<file path="src/hdl/pech_pkg.sv">
// pech_pkg: shared types and constants for the calibration histogrammer
// no dependencies
`default_nettype none
package pech_pkg;
    localparam logic [1:0] MODE_EVENT = 2'd0;
    localparam logic [1:0] MODE_LOAD  = 2'd1;
    localparam logic [1:0] MODE_READ  = 2'd2;
    localparam logic [1:0] MODE_NONE  = 2'd3;

    typedef struct packed {
        logic [1:0]         mode;
        logic [1:0]         module_req;
        logic [3:0]         channel;
        logic [15:0]        adc_value;
        logic signed [7:0]  dither;
        logic [2:0]         coef_order;
        logic signed [63:0] coef_value;
        logic [11:0]        bin_address;
    } t_req;

    typedef struct packed {
        logic signed [24:0] calibrated_energy;
        logic [11:0]        bin_index;
        logic [31:0]        bin_count;
        logic               out_of_range;
    } t_rsp;
endpackage
`default_nettype wire

</file>
<file path="src/hdl/pech_fifo.sv">
// pech_fifo: two-entry queue between front and back
// depends on pech_pkg
`default_nettype none
module pech_fifo import pech_pkg::*; (
    input  wire  i_clk,
    input  wire  i_rst_n,
    input  wire  i_push,
    input  t_req i_data,
    output logic o_full,
    input  wire  i_pop,
    output logic o_empty,
    output t_req o_data
);
    t_req       r_mem [2];
    logic       r_wp, r_rp;
    logic [1:0] r_cnt;

    assign o_full  = (r_cnt == 2'd2);
    assign o_empty = (r_cnt == 2'd0);
    assign o_data  = r_mem[r_rp];

    // pointer and count update
    always_ff @(posedge i_clk) begin
        if (!i_rst_n) begin
            r_wp <= 1'b0; r_rp <= 1'b0; r_cnt <= 2'd0;
        end else begin
            if (i_push) r_wp <= ~r_wp;
            if (i_pop) r_rp <= ~r_rp;
            r_cnt <= r_cnt + {1'b0, i_push} - {1'b0, i_pop};
        end
    end

    always_ff @(posedge i_clk) begin
        if (i_push) r_mem[r_wp] <= i_data;
    end
endmodule
`default_nettype wire

</file>
<file path="config.mk">
export PLATFORM = sky130hd
export DESIGN_NAME = pech_fifo
export DESIGN_NICKNAME = d
export VERILOG_FILES = /design/src/hdl/pech_pkg.sv /design/src/hdl/pech_fifo.sv
export SDC_FILE = /design/constraint.sdc
export NUM_CORES = 1
export LEC_CHECK = 0
export BUFFER_PORTS_ARGS = -buffer_cell sky130_fd_sc_hd__buf_4
export CORE_MARGIN = 1
export CORE_UTILIZATION = 30
export CTS_CLUSTER_DIAMETER = 100
export DETAILED_ROUTE_END_ITERATION = 10
export PLACE_DENSITY = 0.63
export SLEW_MARGIN = 20
export SYNTH_ARGS = -nofsm -noshare
export SYNTH_HDL_FRONTEND = slang
export SYNTH_SLANG_ARGS = --single-unit
</file>
<file path="constraint.sdc">
create_clock -name i_clk -period 8.9 [get_ports i_clk]
set_input_delay 0.89 -clock i_clk [delete_from_list [all_inputs] [get_ports i_clk]]
set_output_delay 0.89 -clock i_clk [all_outputs]
set_load 0.02 [all_outputs]
</file>
==> impl_metrics.py <==
metrics = {
    "worst_setup_path": {
        "critical_path_arrival_ns": 2.71,
        "critical_path.slowest_cell": "dfxtp_4",
        "worstSetupStartpointType": "flip-flop",
        "path_buf_inv": 2,
        "slowest_delay_ns": 0.84,
        "crit_path_end_kind": "primary output",
        "worst_path_most_repeated_cell": "buf_4",
        "critPathKind": "flip-flop to primary output",
        "path_cells": "buf_4 -> mux2_2 -> buf_4",
        "critPathMaxFanout": 56,
        "required_ns": 8.01,
        "crit_family": "buffers and inverters",
    },
    "clock_network": {
        "path_clk_slew_ns": 0.06,
        "post_cts_buffers": 0,
        "holdBufCountCts": 0,
        "numCtsBuffers": 25,
        "clockRootBuffer": "clkbuf_16",
        "clockBufferDepth": 3,
        "cts_tree": "built",
        "insertion_delay_ns": 0.51,
        "htreeDepth": 1,
        "cts_resized": 0,
        "cts_sinks": 227,
    },
    "yosys": {
        "yosysSeqAreaShare": 0.819,
        "yosys.area.top_type_share": 0.807,
        "syn_inst": 366,
        "syn_nets": 483,
        "synth-seq-cells": 227,
        "synth.distinct_cells": 13,
        "synth.largest_area_cell": "edfxtp_1",
        "syn_area_sq_um": 8260,
        "yosys_warnings": 0,
        "synthTopCellsByArea": "edfxtp_1, mux2_2, buf_6, dfxtp_1, and2_1",
        "avgSynthCellArea_sq_um": 22.6,
    },
    "sta": {
        "max_freq_mhz": 278,
        "holdWs_ns": 0.558,
        "finalSetupViolations": 0,
        "rsz0062_at_grt": "no",
        "setup_ws_ns": 5.31,
        "finalHoldViolations": 0,
        "maxSlewHeadroom": 0.421,
        "post-route-period-util": 0.404,
        "skew_ns": 0.00901,
        "drv_slew": 0,
        "setup_tns_ns": 0,
        "period_minus_slack_ns": 3.60,
        "worst_pin_slew_ns": 0.869,
    },
    "global_route": {
        "grtUsageTotal": 0.115,
        "grt-ovfl-total": 0,
        "antenna_found_initial": 0,
        "grt_pass1_vias": 4602,
        "grt_pass1_wl_um": 25200,
        "grt_max_degree": 61,
    },
    "die": {
        "initial_utilization": 0.307,
        "ios": 228,
        "core_area_sq_um": 27000,
        "die_h_um": 168,
        "fp.dieW_um": 168,
        "die_area_sq_um": 28200,
        "rows": 60,
    },
    "route": {
        "drt_iter0_markers": 241,
        "drc_errors": 0,
        "via_per_inst": 4.30,
        "wl_per_cell_um": 17.0,
        "wl_um": 16400,
        "first_pass_iters": 4,
        "final_antenna_net_count": 0,
        "vias": 4170,
    },
    "place": {
        "numPortBuffers": 227,
        "placedCellCount": 926,
        "dp_hpwl_um": 11100,
        "place_area_sq_um": 10300,
        "dp_slack_ns": 5.77,
        "gp_congestion": 0.731,
    },
    "layout": {
        "drive_gt1_frac": 0.603,
        "fin_util": 0.412,
        "final_nets": 729,
        "final_area_sq_um": 11100,
        "syn_to_final_growth_pct": 34.4,
        "num_antenna_cells": 0,
        "final_cells": 970,
    },
    "power": {
        "fin_total_pwr_mw": 2.57,
        "vdd_drop_max_mv": 0.175,
        "p_leak_nw": 4.11,
        "power_density_nw_per_um2": 231,
    },
    "job": {
        "drv_cap": 0,
    },
    "run_status": {
        "outcome": "finished, final reports clean",
    },
    "min_path": {
        "holdCritPathClass": "input port to flip-flop",
    },
}
cells in the final DEF (no fill, tap or decap), drive strengths merged:
master	instances
edfxtp	222
xor2	1
bufinv	3
o21a	1
inv	3
ha	2
mux2	111
buf	231
nor2b	4
and2	4
dfxtp	5
nor2	1
xnor3	1
clkinv	9
clkbuf	31
cells by family (layout without fill, tap and decap cells):
group / after synthesis / count (layout) / share of synthesized area
simple gates: 9 / 9 / 0.00651
fa+ha+maj: 2 / 2 / 0.00303
mux: 111 / 111 / 0.151
xor+xnor: 2 / 2 / 0.00379
buf+inv: 14 / 277 / 0.0157
flops: 227 / 227 / 0.819
compound gates: 1 / 1 / 0.000909
synthesized netlist by cell type:
cell type and instances:
edfxtp_1 222, mux2_2 111, buf_6 10, dfxtp_1 5
and2_1 4, nor2b_1 4, buf_2 2, ha_1 2
inv_1 2, nor2_1 1, o21a_1 1, xnor3_1 1
xor2_1 1
cell type report:
cell class | instances | area [sq um]
fill | 2401 | 15800
multi-input combinational | 125 | 1380
inverter | 2 | 7.51
clock inverter | 13 | 146
timing repair buffer | 231 | 1730
sequential | 227 | 6770
clock buffer | 31 | 648
tap | 341 | 427
final timing paths:
check / from / to / slack (ns) / depth (start not counted)
max: flip-flop / o_data[55] / 5.31 / 3
min: i_data[28] / r_mem[0][28]$_DFFE_PP_ / 0.56 / 1
max reg2reg: r_wp$_SDFFE_PN0P_ / r_mem[1][12]$_DFFE_PP_ / 6.61 / 2
min reg2reg: r_rp$_SDFFE_PN0P_ / flip-flop / 0.57 / 2
sequential cells by signal (all words and copies together), names as in the netlist, named ones only:
register	flops
r_cnt	2
r_mem	222
r_rp	1
r_wp	1
power by group:
| group | switching, mW | internal [mW] | total [mW] |
|---|---|---|---|
| Clock | 0.386 | 0.602 | 0.988 |
| Combinational | 0.162 | 0.158 | 0.319 |
| Sequential | 0.0231 | 1.24 | 1.26 |
worst register-to-register path: stages, from the launching register on:
cell	delay, ns
dfxtp_1	0.38
and2_4	0.64
buf_4	0.79
metal layers:
| layer | GRT usage | up-vias | part of all wire |
|---|---|---|---|
| li1 | - | 1942 | - |
| met1 | 0.132 | 2044 | 0.39 |
| met2 | 0.201 | 155 | 0.50 |
| met3 | 0.0409 | 29 | 0.084 |
| met4 | 0.0335 | 0 | 0.021 |
| met5 | 0 | - | 0 |
Note: power is estimated with default switching activity, not from simulation.
